## src/rtl/core/bir_pkg.sv

```systemverilog
package bir_pkg;

   // Frame store geometry.
   localparam int MAX_SRC_WIDTH  = 256;
   localparam int MAX_SRC_HEIGHT = 256;
   localparam int MAX_DST_DIM    = 4096;
   localparam int STORE_DEPTH    = MAX_SRC_WIDTH * MAX_SRC_HEIGHT;
   localparam int ADDR_W         = $clog2(STORE_DEPTH);

   // Field and register widths.
   localparam int SRC_COORD_W = 8;
   localparam int DST_COORD_W = 12;
   localparam int SRC_DIM_W   = 9;
   localparam int DST_DIM_W   = 13;
   localparam int CH_CNT_W    = 3;
   localparam int PIX_W       = 32;
   localparam int STATUS_W    = 2;
   localparam int CSR_IDX_W   = 3;
   localparam int CSR_DATA_W  = 13;

   // Fixed-point arithmetic.
   localparam int CH_NUM    = 4;
   localparam int CH_W      = 8;
   localparam int FRAC_W    = 8;
   localparam int RATIO_W   = SRC_COORD_W + 16;
   localparam int PROD_W    = DST_COORD_W + RATIO_W;
   localparam int LANE_W    = 11;
   localparam int NB_NUM    = 4;

   // Register indexes.
   localparam logic [CSR_IDX_W-1:0] CSR_SRC_WIDTH     = 3'd0;
   localparam logic [CSR_IDX_W-1:0] CSR_SRC_HEIGHT    = 3'd1;
   localparam logic [CSR_IDX_W-1:0] CSR_DST_WIDTH     = 3'd2;
   localparam logic [CSR_IDX_W-1:0] CSR_DST_HEIGHT    = 3'd3;
   localparam logic [CSR_IDX_W-1:0] CSR_CHANNEL_COUNT = 3'd4;

   // Status codes.
   localparam logic [STATUS_W-1:0] STATUS_OK       = 2'd0;
   localparam logic [STATUS_W-1:0] STATUS_CHANNELS = 2'd1;
   localparam logic [STATUS_W-1:0] STATUS_RANGE    = 2'd2;

   // Request kinds.
   localparam logic REQ_LOAD    = 1'b0;
   localparam logic REQ_COMPUTE = 1'b1;

   typedef enum logic [2:0] {
      ST_IDLE,
      ST_DIV,
      ST_MUL,
      ST_RD,
      ST_HORZ,
      ST_VERT,
      ST_DONE
   } state_type;

   typedef logic [LANE_W-1:0] lane_val_type;

   typedef struct packed {
      logic              h_en;
      logic              v_en;
      logic [FRAC_W-1:0] fx;
      logic [FRAC_W-1:0] fy;
   } lane_ctl_type;

endpackage

```

## src/rtl/core/bir_lane.sv

```systemverilog
// One color channel: horizontal blend of both rows, then vertical blend.
module bir_lane (
   input  logic                            clock,
   input  bir_pkg::lane_ctl_type           ctl,
   input  logic [bir_pkg::CH_W-1:0]        tl,
   input  logic [bir_pkg::CH_W-1:0]        tr,
   input  logic [bir_pkg::CH_W-1:0]        bl,
   input  logic [bir_pkg::CH_W-1:0]        br,
   output bir_pkg::lane_val_type           value
);

   localparam int WGT_W = bir_pkg::FRAC_W + 1;
   localparam int HSUM_W = bir_pkg::CH_W + WGT_W;
   localparam int HOUT_W = HSUM_W - bir_pkg::FRAC_W;
   localparam int VSUM_W = HOUT_W + WGT_W + 1;

   logic [WGT_W-1:0]   wx_inv, wy_inv;
   logic [HSUM_W-1:0]  top_sum, bot_sum;
   logic [VSUM_W-1:0]  v_sum;
   logic [HOUT_W-1:0]  top_ff, top_in, bot_ff, bot_in;
   bir_pkg::lane_val_type v_ff, v_in;

   always_comb begin
      wx_inv  = WGT_W'(1 << bir_pkg::FRAC_W) - WGT_W'(ctl.fx);
      wy_inv  = WGT_W'(1 << bir_pkg::FRAC_W) - WGT_W'(ctl.fy);
      top_sum = HSUM_W'(tl) * HSUM_W'(wx_inv) + HSUM_W'(tr) * HSUM_W'(ctl.fx);
      bot_sum = HSUM_W'(bl) * HSUM_W'(wx_inv) + HSUM_W'(br) * HSUM_W'(ctl.fx);
      top_in  = ctl.h_en ? top_sum[HSUM_W-1:bir_pkg::FRAC_W] : top_ff;
      bot_in  = ctl.h_en ? bot_sum[HSUM_W-1:bir_pkg::FRAC_W] : bot_ff;
      v_sum   = VSUM_W'(top_ff) * VSUM_W'(wy_inv) + VSUM_W'(bot_ff) * VSUM_W'(ctl.fy);
      v_in    = ctl.v_en ? bir_pkg::LANE_W'(v_sum >> bir_pkg::FRAC_W) : v_ff;
   end

   always_ff @(posedge clock) begin
      top_ff <= top_in;
      bot_ff <= bot_in;
      v_ff   <= v_in;
   end

   assign value = v_ff;

endmodule

```

## config.mk

```make
export PLATFORM = sky130hd
export DESIGN_NAME = bir_lane
export DESIGN_NICKNAME = d
export VERILOG_FILES = /design/src/rtl/core/bir_pkg.sv /design/src/rtl/core/bir_lane.sv
export SDC_FILE = /design/constraint.sdc
export NUM_CORES = 1
export LEC_CHECK = 0
export ABC_AREA = 1
export BUFFER_PORTS_ARGS = -buffer_cell sky130_fd_sc_hd__clkbuf_2
export CORE_MARGIN = 5
export CORE_UTILIZATION = 30
export CTS_CLUSTER_SIZE = 12
export DETAILED_ROUTE_END_ITERATION = 7
export SYNTH_ARGS = -nofsm -noshare
export SYNTH_HDL_FRONTEND = slang
export SYNTH_SLANG_ARGS = --single-unit
```

## constraint.sdc

```tcl
create_clock -name clock -period 9.03 [get_ports clock]
set_input_delay 2.709 -clock clock [delete_from_list [all_inputs] [get_ports clock]]
set_output_delay 2.709 -clock clock [all_outputs]
set_load 0.01 [all_outputs]
```

# Yosys cells after proc, flatten, opt, wreduce, memory -nomap -nowiden
# Index checks and enable logic that the tools add are counted.
[totals]
ff_bits = 29
latchBits = 0
ramBits = 0
romBits = 0
output_inout_bits = 11
n_memories = 0
[op_classes]
n_addsub = 5
mul = 6
div_mod_pow = 0
order_cmp = 0
n_eq_ne = 0
shift = 0
mux = 0
bitwise_logic = 0
reduce_logical = 0
[op_table]
columns = ["cell", "count"]
rows = [
  ["adder 17 x 16 -> 17 bit", 2],
  ["multiplier 8 x 9 -> 17 bit", 2],
  ["multiplier 8 x 8 -> 16 bit", 2],
  ["adder 18 x 17 -> 19 bit", 1],
  ["multiplier 9 x 9 -> 18 bit", 1],
  ["subtractor 9 x 8 -> 9 bit, first input constant", 2],
  ["multiplier 9 x 8 -> 17 bit", 1],
]

# Logic depth before layout (Yosys ltp)
[depth]
ltp_word = 3
depth_mapped = 35
depth_no_buf = 33

# Worst setup path before layout
# Ideal clock, no wire load.
[synth_path]
path_kind = "input -> register"
from = "input port ctl[8] (netlist bit)"
to = "register bot_ff[8] (data pin)"
arrival_ps = 8401
t_required_ps = 8778
slack_ps = 377
cell_stages = 29
path_cell_list = "clkbuf_1 > buf_1 > inv_1 > ha_1 > nand2_2 > or3_4 > o21ai_2 > nand2_4 > inv_2 > buf_6 > nand2_2 > fa_1 > fa_1 > fa_1 > inv_1 > fa_1 > fa_1 > inv_1 > fa_1 > inv_1 > ha_1 > nand2_1 > inv_1 > a21boi_0 > nor2_1 > nor3_1 > nand2_1 > nand2_1 > nand2_1"
[synth_between]
elab_chain_len = 3
elab_cells_between_ends = 4
[synth_rtl]
columns = ["item", "line", "source"]
rows = [
  ["start, declared", "bir_lane.sv:4", "input bir_pkg::lane_ctl_type ctl,"],
  ["subtractor 9 x 8 -> 9 bit", "bir_lane.sv:24", "wx_inv = WGT_W'(1 << bir_pkg::FRAC_W) - WGT_W'(ctl.fx);"],
  ["multiplier 8 x 9 -> 17 bit", "bir_lane.sv:27", "bot_sum = HSUM_W'(bl) * HSUM_W'(wx_inv) + HSUM_W'(br) * HSUM_W'(ctl.fx);"],
  ["adder 17 x 16 -> 17 bit (*)", "bir_lane.sv:27", ""],
  ["named net bot_sum[16]", "bir_lane.sv:18", "logic [HSUM_W-1:0] top_sum, bot_sum;"],
  ["end signal, assigned", "bir_lane.sv:36", "bot_ff <= bot_in;"],
  ["end, declared", "bir_lane.sv:20", "logic [HOUT_W-1:0] top_ff, top_in, bot_ff, bot_in;"],
]
# Mark *: on every way through the listed nets, which the timed path passes. The rest lies on a longest branch.
# A chain may end at the register's enable or synchronous reset.

# Final worst setup path
[layout_path]
from = "input port ctl[0] (netlist bit)"
to = "register v_ff[10], in the netlist value[10] (data pin)"
[layout_between]
elab_chain_len = 3
elab_cells_between_ends = 4
[layout_rtl]
columns = ["item", "line", "source"]
rows = [
  ["subtractor 9 x 8 -> 9 bit", "bir_lane.sv:25", "wy_inv = WGT_W'(1 << bir_pkg::FRAC_W) - WGT_W'(ctl.fy);"],
  ["multiplier 9 x 9 -> 18 bit", "bir_lane.sv:30", "v_sum = VSUM_W'(top_ff) * VSUM_W'(wy_inv) + VSUM_W'(bot_ff) * VSUM_W'(ctl.fy);"],
  ["adder 18 x 17 -> 19 bit (*)", "bir_lane.sv:30", ""],
  ["named net v_sum[18]", "bir_lane.sv:19", "logic [VSUM_W-1:0] v_sum;"],
  ["end signal, assigned", "bir_lane.sv:37", "v_ff <= v_in;"],
  ["end, declared", "bir_lane.sv:21", "bir_pkg::lane_val_type v_ff, v_in;"],
]
# Marks and branches as above.

==> flow_metrics.tcl <==
set metrics [dict create \
    status "finished clean" \
    ant_nets 0 \
    cts-root-buf "clkbuf_16" \
    ys_types 42 \
    grt_overflow 0 \
    drt_iter0_drc 705 \
    final_cell_count_no_fill 2814 \
    hold_class "flip-flop to flip-flop" \
    top_layer "met4" \
    ys_seq_area_share_pct 5.403 \
    diodes 0 \
    die_w_um 241.8 \
    place_ws_ns 0.1556 \
    synth-edff-count 29 \
    cts_made_buffers 5 \
    track_usage_pct 13.92 \
    yosysTopAreaCell "fa_1" \
    synth_warnings 0 \
    drv_slew 0 \
    synth_nets 2666 \
    setup_violations 0 \
    slew_headroom_pct 43.12 \
    port_buffers 61 \
    tightest_slew_ns 0.8532 \
    dr_wl_met2_mm 18.23 \
    clock_sinks 29 \
    antenna_found_initial 0 \
    timing.setup.critical_path_class "input pin to flip-flop" \
    clk_pin_slew_ns 0.06 \
    max_cap_viol_count 0 \
    grt_pass1_wl_mm 67.79 \
    cp-end-kind "flip-flop" \
    required_ns 9.08 \
    placed_cells 2806 \
    clk_latency_ns 0.29 \
    whs_path_depth 7 \
    gp_congestion 0.9288 \
    netlist_top_cells_area "fa_1 40%, inv_1 16%, ha_1 15%, nand2_1 11%, edfxtp_1 5.4%" \
    wl_per_cell_um 13.91 \
    first_pass_iters 5 \
    drt-met1-wl_mm 18.04 \
    fmax_ghz 0.1172 \
    core_area_sq_mm 0.05350 \
    nets 2688 \
    drc 0 \
    cp_max_fo 7 \
    viasPerCell 4.387 \
    crit_path_start_kind "input pin" \
    dieHeight_um 241.8 \
    fin_ws_ns 0.5004 \
    yosysMostFrequentCell "inv_1" \
    drive_gt1_share_pct 6.043 \
    start_util_pct 30.13 \
    critPathSlowestCell "fa_1" \
    critPathMostFrequentCell "inv_1" \
    rows 85 \
    ys_top_cells_by_count "697 x inv_1, 479 x nand2_1, 322 x fa_1, 198 x ha_1, 119 x nor2_1" \
    finalHoldViolations 0 \
    ys_ff_latch 29 \
    synth_top_flop_cell "edfxtp_1" \
    grt_pass1_vias 13540 \
    drt_wl_total_mm 39.13 \
    rsz0062_at_grt "no" \
    max_stage_delay_ns 0.52 \
    num_io_pins 62 \
    syn2layout_area_growth_pct 7.414 \
    cp.arrival_ns 8.58 \
    async_flop_share_pct 0 \
    netlist_area_sq_mm 0.01612 \
    fin_tns_setup_ns 0 \
    htree_num_levels 2 \
    layout_min_cycle_time_ns 8.530 \
    post-route-period-util_pct 94.46 \
    dieArea_sq_mm 0.05846 \
    syn_avg_cell_area_sq_um 7.693 \
    clk_path_buf_depth 2 \
    cts_tree "done" \
    timing.clock.skew_ns 0.004116 \
    wl_met3_mm 2.169 \
    r2r.worst_path.cells 20 \
    via_count 12340 \
    grt_max_degree 19 \
    yosysTopAreaCellShare_pct 40.00 \
    post-route-util_pct 32.36 \
    hold_buffers 0 \
    reg2reg_slack_ns 3.49 \
    syn-instance-count 2095 \
    place_hpwl_mm 34.79 \
]
==> final timing paths <==
path / start / end
setup / recovery: ctl[0] / value[10]
hold reg to reg: bot_ff[0] / value[0]
setup reg to reg: top_ff[3] / value[7]
hold / removal: bot_ff[0] / value[0]
==> kinds of logic (layout without fill, tap and decap cells) <==
logic type	count (synthesis)	after routing	share of synthesized area [%]
AOI/OAI and AO/OA	76	76	2.810
buffers and inverters	771	794	18.29
and+or+nand+nor	678	678	16.99
xor gates and xnor gates	21	21	1.141
DFF	29	29	5.403
adders and majority gates	520	520	55.37
==> cells in the final DEF (no fill, tap or decap), drive strengths merged, types with 10 or more instances in the layout <==
cell    synthesis  final
o21bai         11     11
fa            322    322
clkbuf         37     67
xor2           10     10
nor2          131    131
o21ai          16     16
nand2         493    493
nand3          28     28
buf            31     22
ha            198    198
edfxtp         29     29
nor3           11     11
inv           700    700
a21oi          32     32
xnor2          11     11
==> per-layer routing <==
layer  up-vias  GRT usage, %
met5         -             0
met4         0         2.904
met3        56         1.745
met2       342         23.43
met1      6003         19.41
li1       5943             -
==> registers in the layout, summed over array words and instances (netlist names) <==
name	cells
value	11
bot_ff	9
top_ff	9
==> critical path: cells and delay by family <==
kind	cells	cell delay [ns]
compound gates	3	0.73
fa+ha+maj	8	3.43
buf+inv	9	0.64
simple gates	9	1.05
==> area by class of cell <==
class,count,area [sq um]
inverter,703,2643
fill,5717,36180
multi-input combinational,1295,12310
clock inverter,2,10.01
tap,696,870.8
sequential,29,870.8
clock buffer,6,128.9
timing repair buffer,83,483.0
==> metrics by stage <==
step           hold slack [ns]  cell area [sq um]
6_report                 1.360              17310
5_1_grt                  1.459              17310
4_1_cts                  1.361              17300
3_5_place_dp             1.350              17170
3_3_place_gp             1.350              17170
2_1_floorplan            1.062              16120
==> timing repair <==
action                     CTS  global route
setup endpoints to repair    0             1
resized for setup            0             2
buffers inserted             0             0
Power is left out: the tool's default activity adds up to more than one toggle a clock period on the data nets, which glitch-free logic cannot reach.
