$ cat config.mk
export PLATFORM = sky130hd
export DESIGN_NAME = bir_merge
export DESIGN_NICKNAME = d
export VERILOG_FILES = /design/src/rtl/core/bir_pkg.sv /design/src/rtl/core/bir_merge.sv
export SDC_FILE = /design/constraint.sdc
export NUM_CORES = 1
export LEC_CHECK = 0
export BUFFER_PORTS_ARGS = -buffer_cell sky130_fd_sc_hd__buf_4
export CORE_MARGIN = 2
export CORE_UTILIZATION = 25
export DETAILED_ROUTE_END_ITERATION = 8
export PLACE_DENSITY = 0.85
export RECOVER_POWER = 25
export SETUP_SLACK_MARGIN = 0.2
export SYNTH_ARGS = -nofsm -noshare
export SYNTH_HDL_FRONTEND = slang
export SYNTH_SLANG_ARGS = --single-unit
$ cat constraint.sdc
create_clock -name vclk -period 0.85
set_input_delay 0.085 -clock vclk [all_inputs]
set_output_delay 0.085 -clock vclk [all_outputs]
set_load 0.1 [all_outputs]
$ cat src/rtl/core/bir_pkg.sv
package bir_pkg;

   // Frame store geometry.
   localparam int MAX_SRC_WIDTH  = 256;
   localparam int MAX_SRC_HEIGHT = 256;
   localparam int MAX_DST_DIM    = 4096;
   localparam int STORE_DEPTH    = MAX_SRC_WIDTH * MAX_SRC_HEIGHT;
   localparam int ADDR_W         = $clog2(STORE_DEPTH);

   // Field and register widths.
   localparam int SRC_COORD_W = 8;
   localparam int DST_COORD_W = 12;
   localparam int SRC_DIM_W   = 9;
   localparam int DST_DIM_W   = 13;
   localparam int CH_CNT_W    = 3;
   localparam int PIX_W       = 32;
   localparam int STATUS_W    = 2;
   localparam int CSR_IDX_W   = 3;
   localparam int CSR_DATA_W  = 13;

   // Fixed-point arithmetic.
   localparam int CH_NUM    = 4;
   localparam int CH_W      = 8;
   localparam int FRAC_W    = 8;
   localparam int RATIO_W   = SRC_COORD_W + 16;
   localparam int PROD_W    = DST_COORD_W + RATIO_W;
   localparam int LANE_W    = 11;
   localparam int NB_NUM    = 4;

   // Register indexes.
   localparam logic [CSR_IDX_W-1:0] CSR_SRC_WIDTH     = 3'd0;
   localparam logic [CSR_IDX_W-1:0] CSR_SRC_HEIGHT    = 3'd1;
   localparam logic [CSR_IDX_W-1:0] CSR_DST_WIDTH     = 3'd2;
   localparam logic [CSR_IDX_W-1:0] CSR_DST_HEIGHT    = 3'd3;
   localparam logic [CSR_IDX_W-1:0] CSR_CHANNEL_COUNT = 3'd4;

   // Status codes.
   localparam logic [STATUS_W-1:0] STATUS_OK       = 2'd0;
   localparam logic [STATUS_W-1:0] STATUS_CHANNELS = 2'd1;
   localparam logic [STATUS_W-1:0] STATUS_RANGE    = 2'd2;

   // Request kinds.
   localparam logic REQ_LOAD    = 1'b0;
   localparam logic REQ_COMPUTE = 1'b1;

   typedef enum logic [2:0] {
      ST_IDLE,
      ST_DIV,
      ST_MUL,
      ST_RD,
      ST_HORZ,
      ST_VERT,
      ST_DONE
   } state_type;

   typedef logic [LANE_W-1:0] lane_val_type;

   typedef struct packed {
      logic              h_en;
      logic              v_en;
      logic [FRAC_W-1:0] fx;
      logic [FRAC_W-1:0] fy;
   } lane_ctl_type;

endpackage

$ cat src/rtl/core/bir_merge.sv
// Clamps each lane to one byte and packs the active channels.
module bir_merge (
   input  bir_pkg::lane_val_type            lane_val [bir_pkg::CH_NUM],
   input  logic [bir_pkg::CH_CNT_W-1:0]     ch_count,
   output logic [bir_pkg::PIX_W-1:0]        pixel
);

   localparam logic [bir_pkg::LANE_W-1:0] CH_MAX = bir_pkg::LANE_W'((1 << bir_pkg::CH_W) - 1);

   always_comb begin
      pixel = '0;
      for (int c = 0; c < bir_pkg::CH_NUM; c++) begin
         if (bir_pkg::CH_CNT_W'(c) < ch_count) begin
            if (lane_val[c] > CH_MAX) begin
               pixel[c*bir_pkg::CH_W +: bir_pkg::CH_W] = CH_MAX[bir_pkg::CH_W-1:0];
            end else begin
               pixel[c*bir_pkg::CH_W +: bir_pkg::CH_W] = lane_val[c][bir_pkg::CH_W-1:0];
            end
         end
      end
   end

endmodule

==> summary by stage, run 1 <==
Run status
The stage where the flow stopped is clock tree synthesis (4_1_cts). The tool reported: "[ERROR DPL-0038] Utilization greater than 100%, impossible to legalize". The run stopped with a tool error.

Logic synthesis
In this run the cell area of the synthesized design comes to 364 µm². The synthesized area per cell is 7.92 µm². The number of different library cells used by synthesis comes to 8. In this run the biggest area consumer among cell types represents 66.0% of the synthesized area.

The synthesis warning total is 0. The cell with the most instances after synthesis is sky130_fd_sc_hd__o21a_1. The number of nets produced by synthesis is 93. The cell type with the largest total area after synthesis is sky130_fd_sc_hd__o21a_1. Synthesis produced a netlist whose cell count is 46. The share of the yosys chip area belonging to registers is 0%.

By area the synthesized netlist is led by sky130_fd_sc_hd__o21a_1 (66%), sky130_fd_sc_hd__buf_6 (12%), sky130_fd_sc_hd__or3_4 (12%). By count the netlist is led by sky130_fd_sc_hd__o21a_1 (32), sky130_fd_sc_hd__buf_6 (4), sky130_fd_sc_hd__or3_4 (4).

Die
In this run the count of I/O pins placed on the die edge is 79. The standard-cell row count is 13. For this configuration, the core starts out at a cell density of 27.3%.

The chip height is 42.2 µm. The die is 42.2 µm wide.

Placement
The number of buffers inserted by port buffering is 79. The pre-CTS setup slack is -0.443 ns. The detailed placer's ending HPWL is 1760 µm.

Routability-driven placement finished with a final weighted congestion of 0.664.

Clock network
For this design, the CTS-stage hold fixing added 0 buffers. The post-cts gate resize count is 109. The number of buffers inserted to repair setup after CTS is 0.
-- per-stage QoR --
step,cell area [µm²],util [%],std cells,hold slack [ns]
after detailed placement,1180,88.6,136,0.634
after global placement,1180,88.6,136,0.633
after floorplan,612,-,46,0.473
-- kinds of logic after synthesis --
kind of cell / synth area share, %
and+or+nand+nor: 15.8
AOI/OAI and AO/OA: 68.0
buffers and inverters: 16.1
==> inputs of run 2 (changes only) <==
--- a/config.mk
+++ b/config.mk
@@ -6,12 +6,11 @@
 export NUM_CORES = 1
 export LEC_CHECK = 0
 export BUFFER_PORTS_ARGS = -buffer_cell sky130_fd_sc_hd__buf_4
-export CORE_MARGIN = 2
-export CORE_UTILIZATION = 25
+export CORE_AREA = 2 2 63 65
 export DETAILED_ROUTE_END_ITERATION = 8
-export PLACE_DENSITY = 0.85
+export DIE_AREA = 0 0 65 67
+export PLACE_DENSITY_LB_ADDON = 0.15
 export RECOVER_POWER = 25
-export SETUP_SLACK_MARGIN = 0.2
 export SYNTH_ARGS = -nofsm -noshare
 export SYNTH_HDL_FRONTEND = slang
 export SYNTH_SLANG_ARGS = --single-unit
==> summary by stage, run 2 <==
Finish
The final layout contains a sequential cell count of 0. In the final design database the tool counted 171 nets. From synthesis to final layout, the design area changed by 361%. The library cell used most frequently in the layout, excluding fill and tap cells, is sky130_fd_sc_hd__buf_4. The antenna diode instance count is 0. Cells with a size suffix above 1 make up 100% of the layout.

The clock buffers instantiated in the layout total 0. The finished cells cover 1680 µm². The footprint of the flip-flops and latches is 0 µm². The layout has 329 filler cells. The area of the multi-input gates is 554 µm². In the layout the commonest cells are sky130_fd_sc_hd__buf_4 (40), sky130_fd_sc_hd__o21a_4 (32), sky130_fd_sc_hd__buf_12 (32).

STA
In the finished design, the share of the clock period the worst path needs comes to 131%. In the post-route analysis, the smallest setup slack over all paths is -0.268 ns. The hold slack is 0.541 ns. The maximum operating frequency is 0.895 GHz. At the pin with the least slew margin, the transition time is 0.243 ns. Counting I/O delays and the setup requirement, the final critical path takes 1.12 ns. The final number of max-transition violations is 0. The number of hold-slack violations in the final timing report is 0. Setup repair after global routing could not meet its margin everywhere. The number of endpoints failing setup at the final stage is 32.

The worst slew margin relative to its limit is 83.8%.

Placement
The weighted congestion reported at the end of routability-driven placement is 0.753. The area of placed instances is 1230 µm². The detailed placer's ending HPWL is 1720 µm. OpenSTA, run right after detailed placement, puts the worst setup slack at -0.358 ns.

Buffers placed on the I/O ports in this run total 79.

Logic synthesis
sky130_fd_sc_hd__o21a_1 is the most common cell in the netlist. After synthesis, the most frequently instantiated cells are sky130_fd_sc_hd__o21a_1 (32), sky130_fd_sc_hd__buf_6 (4), sky130_fd_sc_hd__or3_4 (4). The cell area after technology mapping is 364 µm². When the netlist entered floorplanning its net count stood at 93. The synthesized area per cell is 7.92 µm². For this run, the register share of the synthesized area comes to 0%.

The synthesized instance count is 46. The number of different library cells in the post-synthesis netlist is 8. The synthesized design devotes to its leading area cell type 66.0% of total area. The largest total area in the synthesized netlist belongs to sky130_fd_sc_hd__o21a_1. The synthesis warning total is 0.

By area the synthesized netlist is led by sky130_fd_sc_hd__o21a_1 (66%), sky130_fd_sc_hd__buf_6 (12%), sky130_fd_sc_hd__or3_4 (12%).

Routing
The via count is 680. In this run the remaining antenna-violating nets after routing total 0. The final layout contains routed wiring with a total length of 2220 µm. For this run, design rule violations remaining after detail routing come to 0. The average detailed-routed wire length per instance is 13.0 µm.

The vias per cell is 4.00. The number of iterations in the first detailed-routing pass is 2. The first-iteration detailed-routing DRC count is 6.

Die
The die area is 4360 µm². Measured along the x axis, the die boundary spans 65 µm. The number of primary I/O pins is 79. The standard-cell row count is 22. The chip height is 67 µm. The area inside the core boundary is 3610 µm².

The starting utilization of the core area is 10.1%.

Global routing
The initial antenna violation count is 0. For met2 alone, demand over resource in global routing was 21.1%. The global routing usage summed across all routing layers is 9.91%. The global-route wire length before repair is 3420 µm.

The routing layer with the top usage in global route is met2. The largest net degree at the start of global routing is 9. The via count of the first global-routing pass is 745.

Global routing used 2.20% of the available met3 tracks. The global-route congestion overflow total is 0. The met1 usage is 9.90%.

Worst setup path
For the worst setup path, the data required time is 0.76 ns. Of all nets on the critical path, the largest fanout is 8. The class of the most critical setup path is in -> out. The element type at the critical path end is an output pin. The arrival time at the worst endpoint is 1.03 ns. The worst setup path is launched from an input pin.

Run status
The run finished, with violations left. The checks that failed: negative setup slack.

Clock network
After clock tree synthesis, the setup repair step added 0 buffers. For this design, the CTS-stage hold fixing added 0 buffers.

Hold path
The path class of the tightest hold or removal check is in -> out. The worst hold path passes through 3 cells.

Run
The tool flagged a number of max-cap violations equal to 0.

Power and ir drop
For this design the ratio of total power to cell area is 1030 nW/µm². The analysis attributes to cell leakage a power of 0.713 nW. Across the VDD grid, the largest voltage drop is 0.600 mV.
==> run 2: cell counts after synthesis <==
No cell type changed its count.
==> run 2: cells by family (layout without fill, tap and decap cells) <==
logic type | Yosys count | after routing | share of synthesized area [%]
and+or+nand+nor | 6 | 6 | 15.8
buffers and inverters | 7 | 83 | 16.1
AOI/OAI and AO/OA | 33 | 33 | 68.0
==> run 2: area by class of cell <==
| class | count | share of cell area (%) |
|---|---|---|
| tap | 48 | 3.58 |
| timing repair buffer | 83 | 63.4 |
| multi-input combinational | 39 | 33.0 |
==> run 2: path summary, 6_finish.rpt <==
| check | from | end |
|---|---|---|
| setup / recovery | lane_val[19] | pixel[22] |
| hold / removal | lane_val[17] | pixel[22] |
==> run 2: repair_timing <==
action,4_1_cts,5_1_grt
pin swaps,8,6
gates resized for setup,105,4
setup endpoints to repair,32,32
==> run 2: through the flow <==
stage / power, mW / TNS (ns) / instances / utilization (%)
after floorplan: 1.04 / -4.16 / 46 / -
after global placement: 1.37 / -10.42 / 170 / 34.1
after detailed placement: 1.38 / -10.61 / 170 / 34.1
after CTS: 1.72 / -8.16 / 170 / 46.1
after global routing: 1.77 / -8.74 / 170 / 46.6
final: 1.72 / -7.97 / 170 / 46.6
==> run 2: where the power goes <==
group          internal [mW]  switching (mW)  leakage (nW)
clock                      0               0             0
sequential                 0               0             0
combinational          0.724           0.998         0.713
total                  0.724           0.998         0.713
==> run 2: critical path, cell delays in order <==
cell	delay, ns
sky130_fd_sc_hd__buf_6	0.09
sky130_fd_sc_hd__or3_4	0.45
sky130_fd_sc_hd__o21a_4	0.25
sky130_fd_sc_hd__buf_12	0.16
==> run 2: metal layers <==
metal  wire [µm]  vias to the layer above
li1            -                      322
met1         661                      313
met2        1320                       43
met3         211                        2
met4          19                        0
met5           0                        -
No activity file was read; power rests on OpenSTA's default activity.
==> inputs of run 3 (changes only) <==
--- a/config.mk
+++ b/config.mk
@@ -5,10 +5,10 @@
 export SDC_FILE = /design/constraint.sdc
 export NUM_CORES = 1
 export LEC_CHECK = 0
-export BUFFER_PORTS_ARGS = -buffer_cell sky130_fd_sc_hd__buf_4
-export CORE_AREA = 2 2 63 65
+export BUFFER_PORTS_ARGS = -buffer_cell sky130_fd_sc_hd__clkbuf_2
+export CORE_AREA = 8 8 69 71
 export DETAILED_ROUTE_END_ITERATION = 8
-export DIE_AREA = 0 0 65 67
+export DIE_AREA = 0 0 77 79
 export PLACE_DENSITY_LB_ADDON = 0.15
 export RECOVER_POWER = 25
 export SYNTH_ARGS = -nofsm -noshare
==> summary by stage, run 3 (same netlist as run 2, synthesis figures left out) <==
Run status
The run finished, with violations left. The final reports fail on negative setup slack.

Worst setup path
The most critical setup path has its startpoint at lane_val[41]. The critical path in this run is classified as in -> out. The arrival time at the worst endpoint is 1.01 ns. At the worst endpoint, the required time is 0.76 ns.

STA classifies the critical path endpoint as an output pin. STA classifies the critical path startpoint as an input pin. Along the worst path, the maximum fanout reaches 8.

Die
The die area is 6080 µm². In this run the horizontal extent of the chip is 77 µm. The floorplan has 23 rows. For this configuration, the core starts out at a cell density of 9.58%. The area inside the core boundary is 3800 µm². The die is 79 µm tall. The number of primary I/O pins is 79.

Finish
The number of sequential storage elements is 0. In the layout the commonest cells are sky130_fd_sc_hd__clkbuf_2 (47), sky130_fd_sc_hd__o21a_4 (32), sky130_fd_sc_hd__buf_12 (32). The commonest non-fill, non-tap cell in the layout is sky130_fd_sc_hd__clkbuf_2.

The antenna diode instance count is 0. The filler cells instantiated in the layout total 395. The final net count is 171. For this run, the share of the core covered by cells in the final layout is 40.0%. The total of clock buffers placed in the layout is 0. The footprint of the flip-flops and latches is 0 µm².

The synthesis-to-finish area growth is 317%. The fraction of layout cells with a size suffix above 1 is 98.4%.

STA
The smallest clock period supported by the final layout is computed as 1.10 ns. Headroom to the max-slew limit came out at 71.5%. The post-route worst setup slack is -0.249 ns.

At the pin with the least slew margin, the transition time is 0.428 ns. Hold timing on the final database bottoms out at a slack of 0.549 ns. Setup repair after global routing could not meet its margin everywhere. The number of endpoints failing setup at the final stage is 32. In the finished design, the share of the clock period the worst path needs comes to 129%. Derived from the worst setup path, the maximum achievable clock frequency is 0.910 GHz. The final number of max-transition violations is 0. The number of hold-slack violations in the final timing report was 0.

Routing
After detailed routing, the number of vias per cell comes to 3.84. The count of nets left with antenna violations once routing finished came out at 0. In the final routed layout, each cell accounts on average for 14.4 µm. The via count is 660. The first-iteration detailed-routing DRC count is 3. The total wire length after detailed routing is 2480 µm.

Before antenna repair, the detailed router went through 2 iterations. For this run, design rule violations remaining after detail routing come to 0.

Placement
The HPWL after detailed placement is 2320 µm. The number of buffers inserted by port buffering is 79. At the end of routability-driven placement, the weighted congestion stood at 0.654. The pre-CTS setup slack is -0.272 ns.

Global routing
Global routing consumed, over all layers together, 7.51% of the routing resources. The initial antenna violation count is 0. Summed over all layers, the global routing overflow is 0.

The first global-routing pass estimated 3920 µm of wire. The largest net degree at the start of global routing is 9. The via count of the first global-routing pass is 797.

Power and ir drop
The leakage power is 0.667 nW. The worst-case IR drop observed on VDD is 0.426 mV. Power spread over the standard cell area amounts to 1080 nW/µm². The total power is 1.64 mW.

Run
The max-cap check violation count is 0.

Hold path
The worst hold path begins at lane_val[11]. The worst hold path belongs to the class in -> out.

Clock network
In this run, post-CTS hold repair placed 0 buffers. Once the clock tree was built, the setup fixing pass inserted 0 buffers.
==> run 3: stage by stage <==
| stage | setup TNS [ns] | area [µm²] | instances |
|---|---|---|---|
| detailed placement | -8.05 | 1520 | 172 |
| floorplan | -4.16 | 612 | 46 |
| finish | -7.75 | 1520 | 172 |
| global route | -8.49 | 1520 | 172 |
| CTS | -7.92 | 1520 | 172 |
| global placement | -7.83 | 1520 | 172 |
==> run 3: what timing repair did <==
| action | 4_1_cts | 5_1_grt |
|---|---|---|
| endpoints found under the setup margin | 32 | 32 |
| resized for setup | 1 | 0 |
| pin swaps | 2 | 0 |
==> run 3: final cells by class <==
| cell class | count | area (µm²) | area share (%) |
|---|---|---|---|
| timing repair buffer | 83 | 910 | 59.9 |
| multi-input combinational | 39 | 547 | 36.0 |
| tap | 50 | 62.6 | 4.12 |
==> run 3: worst max-delay path, cell delays in order <==
cell	delay, ns
sky130_fd_sc_hd__clkbuf_2	0.08
sky130_fd_sc_hd__or3_4	0.45
sky130_fd_sc_hd__o21a_4	0.23
sky130_fd_sc_hd__buf_12	0.16
==> run 3: final timing paths <==
| check | endpoint | slack (ns) | cells after the start |
|---|---|---|---|
| worst min-delay path | pixel[16] | 0.55 | 3 |
| worst max-delay path | pixel[1] | -0.25 | 4 |
==> run 3: layer usage <==
| metal | track usage, % | vias up | routed length, µm | part of all wire (%) |
|---|---|---|---|---|
| met5 | 0 | - | 0 | 0 |
| met4 | 0 | 0 | 0 | 0 |
| met3 | 2.93 | 0 | 258 | 10 |
| met2 | 15.5 | 40 | 1350 | 54 |
| met1 | 7.24 | 299 | 872 | 35 |
| li1 | - | 321 | - | - |
==> run 3: power by group <==
group	switching, mW	leakage (nW)	internal (mW)
registers	0	0	0
clock network	0	0	0
logic	0.998	0.667	0.646
total	0.998	0.667	0.646
