**config.mk**
```make
export PLATFORM = sky130hd
export DESIGN_NAME = bir_divider
export DESIGN_NICKNAME = d
export VERILOG_FILES = /design/src/rtl/core/bir_pkg.sv /design/src/rtl/core/bir_divider.sv
export SDC_FILE = /design/constraint.sdc
export NUM_CORES = 1
export LEC_CHECK = 0
export BUFFER_PORTS_ARGS = -buffer_cell sky130_fd_sc_hd__buf_2
export CAP_MARGIN = 25
export CORE_ASPECT_RATIO = 1.75
export CORE_MARGIN = 5
export CORE_UTILIZATION = 30
export DETAILED_ROUTE_END_ITERATION = 16
export MAX_ROUTING_LAYER = met4
export SLEW_MARGIN = 20
export SYNTH_ARGS = -nofsm -noshare
export SYNTH_HDL_FRONTEND = slang
export SYNTH_SLANG_ARGS = --single-unit
export TNS_END_PERCENT = 20
```
**constraint.sdc**
```tcl
create_clock -name clock -period 2.1 [get_ports clock]
set_input_delay 0.21 -clock clock [delete_from_list [all_inputs] [get_ports clock]]
set_output_delay 0.21 -clock clock [all_outputs]
set_load 0.1 [all_outputs]
```
**src/rtl/core/bir_pkg.sv**
```systemverilog
package bir_pkg;

   // Frame store geometry.
   localparam int MAX_SRC_WIDTH  = 256;
   localparam int MAX_SRC_HEIGHT = 256;
   localparam int MAX_DST_DIM    = 4096;
   localparam int STORE_DEPTH    = MAX_SRC_WIDTH * MAX_SRC_HEIGHT;
   localparam int ADDR_W         = $clog2(STORE_DEPTH);

   // Field and register widths.
   localparam int SRC_COORD_W = 8;
   localparam int DST_COORD_W = 12;
   localparam int SRC_DIM_W   = 9;
   localparam int DST_DIM_W   = 13;
   localparam int CH_CNT_W    = 3;
   localparam int PIX_W       = 32;
   localparam int STATUS_W    = 2;
   localparam int CSR_IDX_W   = 3;
   localparam int CSR_DATA_W  = 13;

   // Fixed-point arithmetic.
   localparam int CH_NUM    = 4;
   localparam int CH_W      = 8;
   localparam int FRAC_W    = 8;
   localparam int RATIO_W   = SRC_COORD_W + 16;
   localparam int PROD_W    = DST_COORD_W + RATIO_W;
   localparam int LANE_W    = 11;
   localparam int NB_NUM    = 4;

   // Register indexes.
   localparam logic [CSR_IDX_W-1:0] CSR_SRC_WIDTH     = 3'd0;
   localparam logic [CSR_IDX_W-1:0] CSR_SRC_HEIGHT    = 3'd1;
   localparam logic [CSR_IDX_W-1:0] CSR_DST_WIDTH     = 3'd2;
   localparam logic [CSR_IDX_W-1:0] CSR_DST_HEIGHT    = 3'd3;
   localparam logic [CSR_IDX_W-1:0] CSR_CHANNEL_COUNT = 3'd4;

   // Status codes.
   localparam logic [STATUS_W-1:0] STATUS_OK       = 2'd0;
   localparam logic [STATUS_W-1:0] STATUS_CHANNELS = 2'd1;
   localparam logic [STATUS_W-1:0] STATUS_RANGE    = 2'd2;

   // Request kinds.
   localparam logic REQ_LOAD    = 1'b0;
   localparam logic REQ_COMPUTE = 1'b1;

   typedef enum logic [2:0] {
      ST_IDLE,
      ST_DIV,
      ST_MUL,
      ST_RD,
      ST_HORZ,
      ST_VERT,
      ST_DONE
   } state_type;

   typedef logic [LANE_W-1:0] lane_val_type;

   typedef struct packed {
      logic              h_en;
      logic              v_en;
      logic [FRAC_W-1:0] fx;
      logic [FRAC_W-1:0] fy;
   } lane_ctl_type;

endpackage

```
**src/rtl/core/bir_divider.sv**
```systemverilog
// Restoring divider, one quotient bit per cycle.
module bir_divider (
   input  logic                             clock,
   input  logic                             reset,
   input  logic                             start,
   input  logic [bir_pkg::RATIO_W-1:0]      dividend,
   input  logic [bir_pkg::DST_DIM_W-1:0]    divisor,
   output logic                             busy,
   output logic [bir_pkg::RATIO_W-1:0]      quotient
);

   localparam int CNT_W = $clog2(bir_pkg::RATIO_W);

   logic                           busy_ff, busy_in;
   logic [CNT_W-1:0]               cnt_ff, cnt_in;
   logic [bir_pkg::RATIO_W-1:0]    quo_ff, quo_in;
   logic [bir_pkg::DST_DIM_W-1:0]  rem_ff, rem_in;
   logic [bir_pkg::DST_DIM_W-1:0]  div_ff, div_in;
   logic [bir_pkg::DST_DIM_W:0]    shifted;
   logic [bir_pkg::DST_DIM_W:0]    diff;

   always_comb begin
      busy_in = busy_ff;
      cnt_in  = cnt_ff;
      quo_in  = quo_ff;
      rem_in  = rem_ff;
      div_in  = div_ff;
      shifted = {rem_ff, quo_ff[bir_pkg::RATIO_W-1]};
      diff    = shifted - {1'b0, div_ff};
      if (start) begin
         busy_in = 1'b1;
         cnt_in  = '0;
         quo_in  = dividend;
         rem_in  = '0;
         div_in  = divisor;
      end else if (busy_ff) begin
         // The dividend shifts out of the top while quotient bits enter below.
         if (shifted >= {1'b0, div_ff}) begin
            rem_in = diff[bir_pkg::DST_DIM_W-1:0];
            quo_in = {quo_ff[bir_pkg::RATIO_W-2:0], 1'b1};
         end else begin
            rem_in = shifted[bir_pkg::DST_DIM_W-1:0];
            quo_in = {quo_ff[bir_pkg::RATIO_W-2:0], 1'b0};
         end
         cnt_in = cnt_ff + 1'b1;
         if (cnt_ff == CNT_W'(bir_pkg::RATIO_W - 1)) begin
            busy_in = 1'b0;
         end
      end
   end

   always_ff @(posedge clock) begin
      if (reset) begin
         busy_ff <= 1'b0;
         cnt_ff  <= '0;
      end else begin
         busy_ff <= busy_in;
         cnt_ff  <= cnt_in;
      end
      quo_ff <= quo_in;
      rem_ff <= rem_in;
      div_ff <= div_in;
   end

   assign busy     = busy_ff;
   assign quotient = quo_ff;

endmodule

```
# After elaboration in Yosys (flattened, before gate mapping)
# Cells that the tools add are included.
dict set report op_classes {
  n_mux 7
  reduce_logical 2
  eq_ne 1
  n_lt_le_gt_ge 1
  n_addsub 2
}
# op n
set op_table {}
lappend op_table {{2-to-1 mux 24 bit} 2}
lappend op_table {{greater-or-equal comparator 14 x 13 -> 1 bit} 1}
lappend op_table {{2-to-1 mux 13 bit} 1}
lappend op_table {{subtractor 13 bit} 1}
lappend op_table {{adder 5 x 1 -> 5 bit (second input constant)} 1}
lappend op_table {{equality test 5 bit (second input constant)} 1}
lappend op_table {{2-to-1 mux 1 bit} 4}
lappend op_table {{nonzero test 2 bit} 1}
lappend op_table {{OR reduction 2 bit} 1}
dict set report word_totals {
  wordCells 18
  output_inout_bits 25
  register_bits 56
}

# Longest topological paths before layout
# Gate-level depths: netlist of run 1.
dict set report logic_depth {
  depth_word 4
  depth_mapped 11
  mapped_depth_nobuf 10
}

# Least setup slack after synthesis of run 1
# No wires, ideal clock.
dict set report synth_timing {
  kind {reg-to-reg}
  start {register quo_ff (netlist bit quotient[23])}
  end {register quo_ff (netlist bit quotient[0]) (data pin)}
  path_buffers 1
  arrival_time_ns 2.554
  slack_ns -0.714
  required_ns 1.840
  setup_time_ns 0.260
  stages_incl_launch_ff 12
  path_cell_list {edfxtp_1 -> inv_1 -> ha_1 -> inv_1 -> fa_1 -> a21oi_2 -> o221ai_4 -> nand2_2 -> a21o_1 -> buf_6 -> nand2_4 -> mux2_2}
}
dict set report synth_between {
  elab_chain_len 4
}
# item line
set synth_rtl {}
lappend synth_rtl {{from (decl)} bir_divider.sv:16} ;# logic [bir_pkg::RATIO_W-1:0] quo_ff, quo_in;
lappend synth_rtl {{from (signal assigned)} bir_divider.sv:60} ;# quo_ff <= quo_in;
lappend synth_rtl {{greater-or-equal comparator 14 x 13 -> 1 bit} bir_divider.sv:38} ;# if (shifted >= {1'b0, div_ff}) begin
lappend synth_rtl {{2-to-1 mux 1 bit} bir_divider.sv:38}
lappend synth_rtl {{2-to-1 mux 24 bit} bir_divider.sv:36} ;# end else if (busy_ff) begin
lappend synth_rtl {{2-to-1 mux 24 bit} bir_divider.sv:30} ;# if (start) begin
lappend synth_rtl {{via quo_in, one bit} bir_divider.sv:16}
# The timed path passes the listed nets, and every way through them passes these cells. The select of a mux whose other input is x is not followed.
# A chain may end at the register's enable or synchronous reset.

# Worst setup path after layout of run 1
dict set report layout_timing {
  start {register quo_ff (netlist bit quotient[23])}
  end {register rem_ff[11] (netlist name)}
}
dict set report layout_between {
  elab_chain_len 2
  elab_cells_between_ends 3
  classes_between {add/sub: 1; order compare: 1; mux: 1}
}
# item line
set layout_rtl {}
lappend layout_rtl {{subtractor 13 bit or greater-or-equal comparator 14 x 13 -> 1 bit (tied branches)} {bir_divider.sv:29, bir_divider.sv:38}}
lappend layout_rtl {{2-to-1 mux 13 bit (*)} bir_divider.sv:38}
lappend layout_rtl {{to (signal assigned)} bir_divider.sv:61} ;# rem_ff <= rem_in;
lappend layout_rtl {{to (decl)} bir_divider.sv:17} ;# logic [bir_pkg::DST_DIM_W-1:0] rem_ff, rem_in;
# Mark *: on every way between the ends. The rest lies on a longest branch, timed or not.

==> results of run 1 <==
## placed cells by master, fill, tap and decap left out, drive strengths merged, types with 5 or more instances in the layout
cell type,netlist,routed
xor2,7,7
nor4,6,6
a311oi,9,9
mux2,24,24
nor2,15,15
clkbuf,5,7
a21oi,12,12
ha,14,14
nand2,13,13
edfxtp,37,37
dfxtp,19,19
inv,22,22
nor3,5,5
nand3,14,14
buf,8,104
o21ai,16,16
## report_power, final
group          leakage, nW  switching (W)  internal, W
clock               0.0736       0.000373     0.000489
sequential           0.525      0.0000593      0.00129
combinational         1.06       0.000802     0.000403
total                 1.66        0.00123      0.00218
## cells by family after synthesis
kind of cell	after synthesis
flops	56
fa+ha+maj	15
simple gates	67
compound gates	66
buf+inv	36
xor+xnor	11
mux	25
## flip-flops by register name, indices dropped and copies added, names as in the netlist
signal	cells
busy	1
rem_ff	13
quotient	24
div_ff	13
cnt_ff	5
## metrics by stage
stage,setup TNS (ns),power (W),instances,hold slack (ns)
3_5_place_dp,-2.515,0.002533,490,0.3881
6_report,-1.798,0.003416,502,0.08568
2_1_floorplan,-14.53,0.002216,276,0.2824
3_3_place_gp,-1.378,0.002517,490,0.3874
5_1_grt,-4.125,0.003594,502,0.07454
4_1_cts,-1.780,0.003435,501,0.07851
## cell type report
class / instances / area share [%]
clock buffer: 7 / 3.657
clock inverter: 1 / 0.1876
inverter: 23 / 2.157
multi-input combinational: 184 / 37.07
sequential: 56 / 37.26
tap: 127 / 3.970
timing repair buffer: 104 / 15.69
## repair_timing
action	in CTS	in global routing
cloned	0	0
hold buffers	0	0
gates resized for setup	8	3
setup endpoints to repair	14	14
buffers inserted	3	1
pin swaps	4	0
## routing by layer
layer / wire [um] / share of wire, % / global-route usage [%] / vias to the layer above
met5: 0 / 0 / - / -
met4: 155 / 2.0 / 5.172 / 0
met3: 311 / 4.0 / 1.824 / 10
met2: 4401 / 57 / 25.03 / 64
met1: 2859 / 37 / 13.78 / 1204
li1: - / - / - / 1241
## final timing paths
| kind | from | endpoint | depth (start not counted) |
|---|---|---|---|
| worst max register to register | quotient[23]$_DFFE_PP_ | rem_ff[11]$_SDFFE_PP0P_ | 11 |
| worst min-delay path | divisor[3] | div_ff[3]$_DFFE_PP_ | 1 |
| worst max-delay path | quotient[23]$_DFFE_PP_ | rem_ff[11]$_SDFFE_PP0P_ | 11 |
| worst min register to register | rem_ff[4]$_SDFFE_PP0P_ | rem_ff[4]$_SDFFE_PP0P_ | 2 |
==> run metrics, run 1 <==
Area growth syn-to-layout=29.15%; total die area=12540 um2; Syn Nets=between 300 and 400; Clk pin slew, worst setup/hold paths=~0.07 ns; mapped cell area=3099 um2; largest net degree at the start of global routing=28; placed cell areas=3765 um2; flop2flop setup slack=-0.17 ns; TritonRoute pass-1 iters=4; largest family of logic cells by synthesized area=compound AO/OA/AOI/OAI gates; fraction of registers with async set/reset=0%; Reg area=1491 um2; Adder-Cell Fraction of Synth Area=6.298%; #FFs+latches synth=56; maximum buffer depth of the clock tree=2; maxcap violations=0; DRT Wirelength=7.727 mm; DR DRC count=0; fraction of synthesized area in multiplexers=about 9%; antenna viol nets, final=0; FILL cells=1052; worst skew pair latency=0.29 ns; critical path peak fanout=5; Data required, critical path=2.31 ns; post-route design area=4003 um2; Pwr Density=~850 nW/um2; YS warnings=0; syn avg cell area=11.23 um2; RSZ-0062 raised after global routing=true; fin crit period=between 2 and 2.5 ns; H-tree depth=2; peak per-stage delay on the critical path=0.38 ns; Fin Clk Skew=0.005064 ns; vias per cell=5.018; most numerous cell in the Yosys netlist=edfxtp_1; HP Class=primary input to register; Post-DP HPWL=6.137 mm; top post-synthesis cells by count=edfxtp_1, mux2_2, inv_1; maximum VDD drop=0.9049 mV; vias=2519; Mapped Cells=276; Netlist cell types=63; P_leak=1.658 nW; Starting Density=30.45%; clock sinks=56; delay-heaviest family, CP=compound AO/OA/AOI/OAI gates; failing checks=negative setup slack; GRT overflow=0; Die Wd=between 80 and 90 um; fin util=39.33%; crit path capture type=register; slowest CP cell=edfxtp_1; worst slew pin tran=0.4990 ns; ys flop type=edfxtp_1; Tcrit/Tclk final=108.1%; Die H=144.5 um; WL/cell=15.39 um; number of enable flip-flop cells after synthesis=37; Compound-Gate Fraction of Synth Area=~17%; number of nets in the layout=429; setup violators final=14; layout cells sized above 1=41.87%; CTS Root Cell=clkbuf_16; FMAX=440.6 MHz; Worst EP arrival=approximately 2.5 ns; status=finished, violations left; share of the synthesized area in the top cell type=a little over a third; largest area contributor in the netlist=edfxtp_1; critical path cell sequence=inv_1 -> ha_2 -> inv_2 -> fa_2 -> a21oi_4 -> o221ai_4 -> nand2_2 -> a21o_1 -> buf_4 -> nand3_1 -> a311oi_2; dpl ws=-0.2515 ns; vias in the first global route=2674; Post-Synth Simple-Gate Area=a little under an eighth; Fin. Hold Viols=0; multi-input gate area in the final layout=1484 um2; Final WS setup=-0.1699 ns; Worst slew margin=66.96%; initial antenna violation count=0; worst path bufs/invs=3; Port Buffer Count=64; xor/xnor share of the synthesized area=3.109%; Boundary Pins=65; Core ar.=between 10000 and 15000 um2; sequential share of the synthesized area=48.12%; n_diodes=0; TritonCTS buffer count=5; Initial DRC Count=96; GR Util All Layers=13.38%; WS Path Type=register to register; Synth area leaders=edfxtp_1, dfxtp_1, mux2_2; Final GP Congestion=0.8705; first-pass GRT wire length=about 13 mm; CTS tree=done; Worst Setup Start Kind=register; # rows=49; Final Max Slew Viols=0
No activity file was read; power rests on OpenSTA's default activity.
==> run 2: changes to the inputs <==
Settings changed: CELL_PAD_IN_SITES_DETAIL_PLACEMENT set to 0, CELL_PAD_IN_SITES_GLOBAL_PLACEMENT set to 1, CORE_UTILIZATION 30 to 39, PLACE_DENSITY_LB_ADDON set to 0.1.
==> run 2 against run 1 <==
  * The run still ends with negative setup slack left
  * Utilization grew 13 points
  * Critical path depth did not move
  * Design area up 3.2%
  * Sequential power barely moved
  * Setup slack gained 0.057 ns
  * Total power is 0.91% higher
  * Register-to-register slack gained 0.06 ns
  * Worst hold slack better by 0.0023 ns
  * Clock skew is 0.0012 ns lower
  * Wire length is 2.5% higher
  * Critical endpoint is now rem_ff[12]$_SDFFE_PP0P_
==> run metrics, run 2 (synthesis results as in run 1) <==
setup TNS=-1.001 ns; maximum VDD drop=0.6681 mV; largest net degree at the start of global routing=38; Initial DRC Count=between 70 and 80; antenna viol nets, final=0; switching portion of total power=36.47%; Starting Density=39.46%; Hold WS=0.08795 ns; commonest non-fill, non-tap cell in the layout=buf_2; post-route design area=approximately 4100 um2; DR WL met2=4.277 mm; clock sinks=56; WL/cell=16.61 um; CTS tree=done; NetSw=0.001257 W; n_diodes=0; initial antenna violation count=0; P_leak=1.725 nW; Area growth syn-to-layout=33.23%; Reg area=1491 um2; failing checks=negative setup slack; Final WS setup=-0.1133 ns; maximum buffer depth of the clock tree=2; Final Max Slew Viols=0; vias in the first global route=between 2000 and 3000; DRT Wirelength=7.921 mm; multi-input gate area in the final layout=1567 um2; Worst EP arrival=2.40 ns; Post-DP HPWL=between 6 and 7 mm; HP Class=primary input to register; worst slew pin tran=roughly 0.49 ns; Core ar.=slightly below 8000 um2; WS Path Type=register to register; placed cell areas=3821 um2; status=finished, violations left; Fin. Hold Viols=0; DR DRC count=0; clock share of power=a little under a quarter; worst skew pair latency=0.29 ns; hold buffer count at CTS=0; TritonRoute pass-1 iters=4; fin crit period=roughly 2.2 ns; Final GP Congestion=0.7925; crit path capture type=register; # rows=43; Worst slew margin=67.14%; FMAX=451.8 MHz; Clk pin slew, worst setup/hold paths=roughly 0.070 ns; GR Util All Layers=16.96%; layout cells sized above 1=a little under half; Comb power frac=a little under two fifths; maxcap violations=0; sequential power share=39.0%; setup violators final=14; Data required, critical path=2.29 ns; Die H=between 100 and 150 um; total die area=9899 um2; RSZ-0062 raised after global routing=true; first-pass GRT wire length=13.11 mm; vias per cell=5.419; Pwr Density=834.9 nW/um2; number of nets in the layout=about 440; WL met3=233 um; critical path peak fanout=4; FILL cells=737; Fin Clk Skew=0.003869 ns; CTS Root Cell=clkbuf_16; vias=2585; Met1 Wirelength=about 3.2 mm; GRT overflow=0; Highest Signal Layer=met4; TritonCTS buffer count=5; max reg flops=24; Port Buffer Count=64; Boundary Pins=between 60 and 70; Worst Setup Start Kind=register; H-tree depth=2; Pint=roughly 0.0022 W; commonest cells after routing, fill and taps aside=buf_2, buf_4, edfxtp_1; Die Wd=77.39 um; Tcrit/Tclk final=105.4%
==> run 2: final timing paths <==
kind	cells past startpoint	slack [ns]	to	startpoint
worst max register to register	11	-0.11	rem_ff[12]$_SDFFE_PP0P_	quotient[23]$_DFFE_PP_
worst min-delay path	1	0.09	div_ff[7]$_DFFE_PP_	divisor[7]
worst min register to register	2	0.55	cnt_ff[0]$_SDFFE_PP0P_	cnt_ff[0]$_SDFFE_PP0P_
worst max-delay path	11	-0.11	rem_ff[12]$_SDFFE_PP0P_	quotient[23]$_DFFE_PP_
==> run 2: area by class of cell <==
class / count / area share (%)
Multi-Input combinational cell: 184 / 37.94
Sequential cell: 56 / 36.12
Timing Repair Buffer: 116 / 17.79
Clock buffer: 7 / 3.212
Tap cell: 90 / 2.727
Inverter: 23 / 2.091
Clock inverter: 1 / 0.1212
==> run 2: worst max-delay path, cell delays in order (launching register included) <==
cell and delay [ns]:
edfxtp_1 0.39, inv_1 0.07, ha_2 0.18, inv_2 0.04, fa_2 0.36, a21oi_4 0.17
o221ai_4 0.15, buf_6 0.15, o221ai_2 0.15, and3b_1 0.20, a211oi_2 0.04, o221a_1 0.22
==> run 2: power by group through the flow <==
stage          clock [W]  sequential (W)  combinational (W)
6_report        0.000810         0.00134            0.00129
5_1_grt         0.000891         0.00136            0.00139
4_1_cts         0.000844         0.00134            0.00127
3_5_place_dp           0         0.00137            0.00122
3_3_place_gp           0         0.00137            0.00121
2_1_floorplan          0         0.00174           0.000480
==> run 2: what timing repair did <==
action                                  in CTS  in global routing
setup buffers                                1                  3
gates resized for setup                     18                 10
hold endpoints to repair                     0                  0
pin swaps                                    9                  7
endpoints found under the setup margin      14                 14
==> run 2: metal layers <==
metal / up-vias / GRT usage (%)
met2: 71 / 30.24
met5: - / -
met3: 16 / 2.391
met1: 1236 / 18.65
met4: 0 / 7.085
li1: 1262 / -
==> run 2: through the flow <==
stage                     cells  total power, W  util, %  setup slack, ns
after global routing        477        0.003635    52.56          -0.2354
after floorplan             276        0.002216        -          -0.6150
final                       477        0.003447    52.56          -0.1133
after detailed placement    465        0.002588    48.65          -0.2378
after global placement      465        0.002579    48.65          -0.1713
after CTS                   474        0.003457    51.67          -0.2099
==> run 3: changes to the inputs <==
Settings changed: SKIP_CTS_REPAIR_TIMING set to 1.
==> run 3 against run 2 <==
  * The flow still finishes with violations (negative setup slack)
  * First-iteration DRC count is 35% higher
  * Fmax decreased by 3.0%
  * Die area unchanged
  * Global-route usage decreased by 0.32 points
  * Via count decreased by 0.97%
  * Design area decreased by 0.88%
  * Clock-buffer cell count did not move
  * Non-clock buffer count is 2 lower
  * Largest power group unchanged
  * Highest routed layer unchanged
==> run metrics, run 3 (synthesis results as in run 1) <==
status=finished, violations left; failing checks=negative setup slack; largest net degree at the start of global routing=38; WS Path Type=register to register; dpl ws=-0.2378 ns; Pint=0.002184 W; worst slew pin tran=0.4940 ns; critical path peak fanout=12; NetSw=0.001253 W; number of nets in the layout=439; Worst Setup Start Kind=register; clock share of power=between 20% and 30%; critical path cell sequence=inv_1 -> ha_2 -> inv_2 -> fa_2 -> a21oi_4 -> o221ai_4 -> nand2_2 -> a21oi_4 -> nor4_1 -> a2111oi_4; Comb power frac=37.2%; Power, Total=0.003438 W; HP Class=primary input to register; worst skew pair latency=0.29 ns; Fin Clk Skew=0.005273 ns; GRT overflow=0; worst path bufs/invs=2; sequential power share=39.1%; GR Util All Layers=16.65%; FF-to-FF End=rem_ff[7]$_SDFFE_PP0P_; Worst EP arrival=2.44 ns; TritonCTS buffer count=5; Hold Path End=div_ff[7]$_DFFE_PP_; fin crit period=between 2 and 2.5 ns; max reg flops=24; Area growth syn-to-layout=32.06%; total die area=9899 um2; DRT Wirelength=approximately 8 mm; first-pass GRT wire length=12.83 mm; maximum buffer depth of the clock tree=2; Final Max Slew Viols=0; Tcrit/Tclk final=108.7%; TritonRoute pass-1 iters=4; H-tree depth=2; DR DRC count=0; vias per cell=about 5.4; Pwr Density=839.9 nW/um2; Hold Crit Start=divisor[7]; RSZ-0062 raised after global routing=true; clock sinks=56; setup violators final=14; CTS Root Cell=clkbuf_16; Final WS setup=-0.1820 ns; Port Buffer Count=64; vias in the first global route=2758; Die Wd=77.39 um; CP dominant cell by count=a21oi_4; Crit Reg-Reg Startpoint=quotient[23]$_DFFE_PP_; WL/cell=16.65 um; n_diodes=0; antenna viol nets, final=0; P_leak=1.715 nW; FILL cells=743; Clk pin slew, worst setup/hold paths=0.07 ns; FMAX=438.2 MHz; maxcap violations=0; Post-DP HPWL=6.009 mm; commonest non-fill, non-tap cell in the layout=buf_2; # rows=43; Die H=127.9 um; crit path capture type=register; Data required, critical path=~2.3 ns; peak per-stage delay on the critical path=0.41 ns; flop2flop setup slack=-0.18 ns; initial antenna violation count=0; Core ar.=approximately 7900 um2; placed cell areas=3821 um2; switching portion of total power=36.46%; Worst slew margin=66.77%; Fin. Hold Viols=0; Hold Path Depth=1; Initial DRC Count=105; CTS tree=done; commonest cells after routing, fill and taps aside=buf_2, buf_4, edfxtp_1; cells on worst reg2reg path=10; Final GP Congestion=between 0.7 and 0.8; delay-heaviest family, CP=adder cells; stages on the worst setup path=10; maximum VDD drop=0.6689 mV; post-route design area=4093 um2; vias=2560; Starting Density=39.46%; Boundary Pins=65; layout cells sized above 1=45.19%; slowest CP cell=nor4_1
## run 3: worst max path at each step
stage	startpoint	end	slack [ns]
after floorplan	quotient[23]$_DFFE_PP_	quotient[0]$_DFFE_PP_	-0.62
after global placement	quotient[23]$_DFFE_PP_	rem_ff[7]$_SDFFE_PP0P_	-0.17
after detailed placement	quotient[23]$_DFFE_PP_	rem_ff[12]$_SDFFE_PP0P_	-0.24
after CTS	quotient[23]$_DFFE_PP_	rem_ff[12]$_SDFFE_PP0P_	-0.26
after global routing	quotient[23]$_DFFE_PP_	rem_ff[7]$_SDFFE_PP0P_	-0.29
final	quotient[23]$_DFFE_PP_	rem_ff[7]$_SDFFE_PP0P_	-0.18
## run 3: metrics by stage
step	setup TNS [ns]	hold WS [ns]	instances	utilization [%]
6_report	-1.584	0.08677	475	52.10
5_1_grt	-3.299	0.07723	475	52.10
4_1_cts	-2.750	0.08078	473	50.40
3_5_place_dp	-2.463	0.3881	465	48.65
3_3_place_gp	-1.864	0.3859	465	48.65
2_1_floorplan	-14.53	0.2824	276	-
## run 3: power by group through the flow
stage	clock (W)	combinational (W)	sequential, W
6_report	0.000813	0.00128	0.00134
3_3_place_gp	0	0.00121	0.00137
3_5_place_dp	0	0.00122	0.00137
4_1_cts	0.000844	0.00123	0.00134
2_1_floorplan	0	0.000480	0.00174
5_1_grt	0.000891	0.00137	0.00136
## run 3: layer usage
metal | up-vias | wire length, um | track usage [%] | part of all wire (%)
met2 | 50 | 4344 | 29.44 | 55
met4 | 0 | 121 | 6.680 | 1.5
met1 | 1245 | 3249 | 18.60 | 41
met3 | 9 | 191 | 2.391 | 2.4
met5 | - | 0 | - | 0
li1 | 1256 | - | - | -
## run 3: layout make-up
class	count	area (um2)	area share (%)
Tap cell	90	112.6	2.751
Sequential cell	56	1491	36.44
Clock inverter	1	5.005	0.1223
Timing Repair Buffer	114	723.2	17.67
Clock buffer	7	132.6	3.241
Multi-Input combinational cell	184	1541	37.66
Inverter	23	86.33	2.109
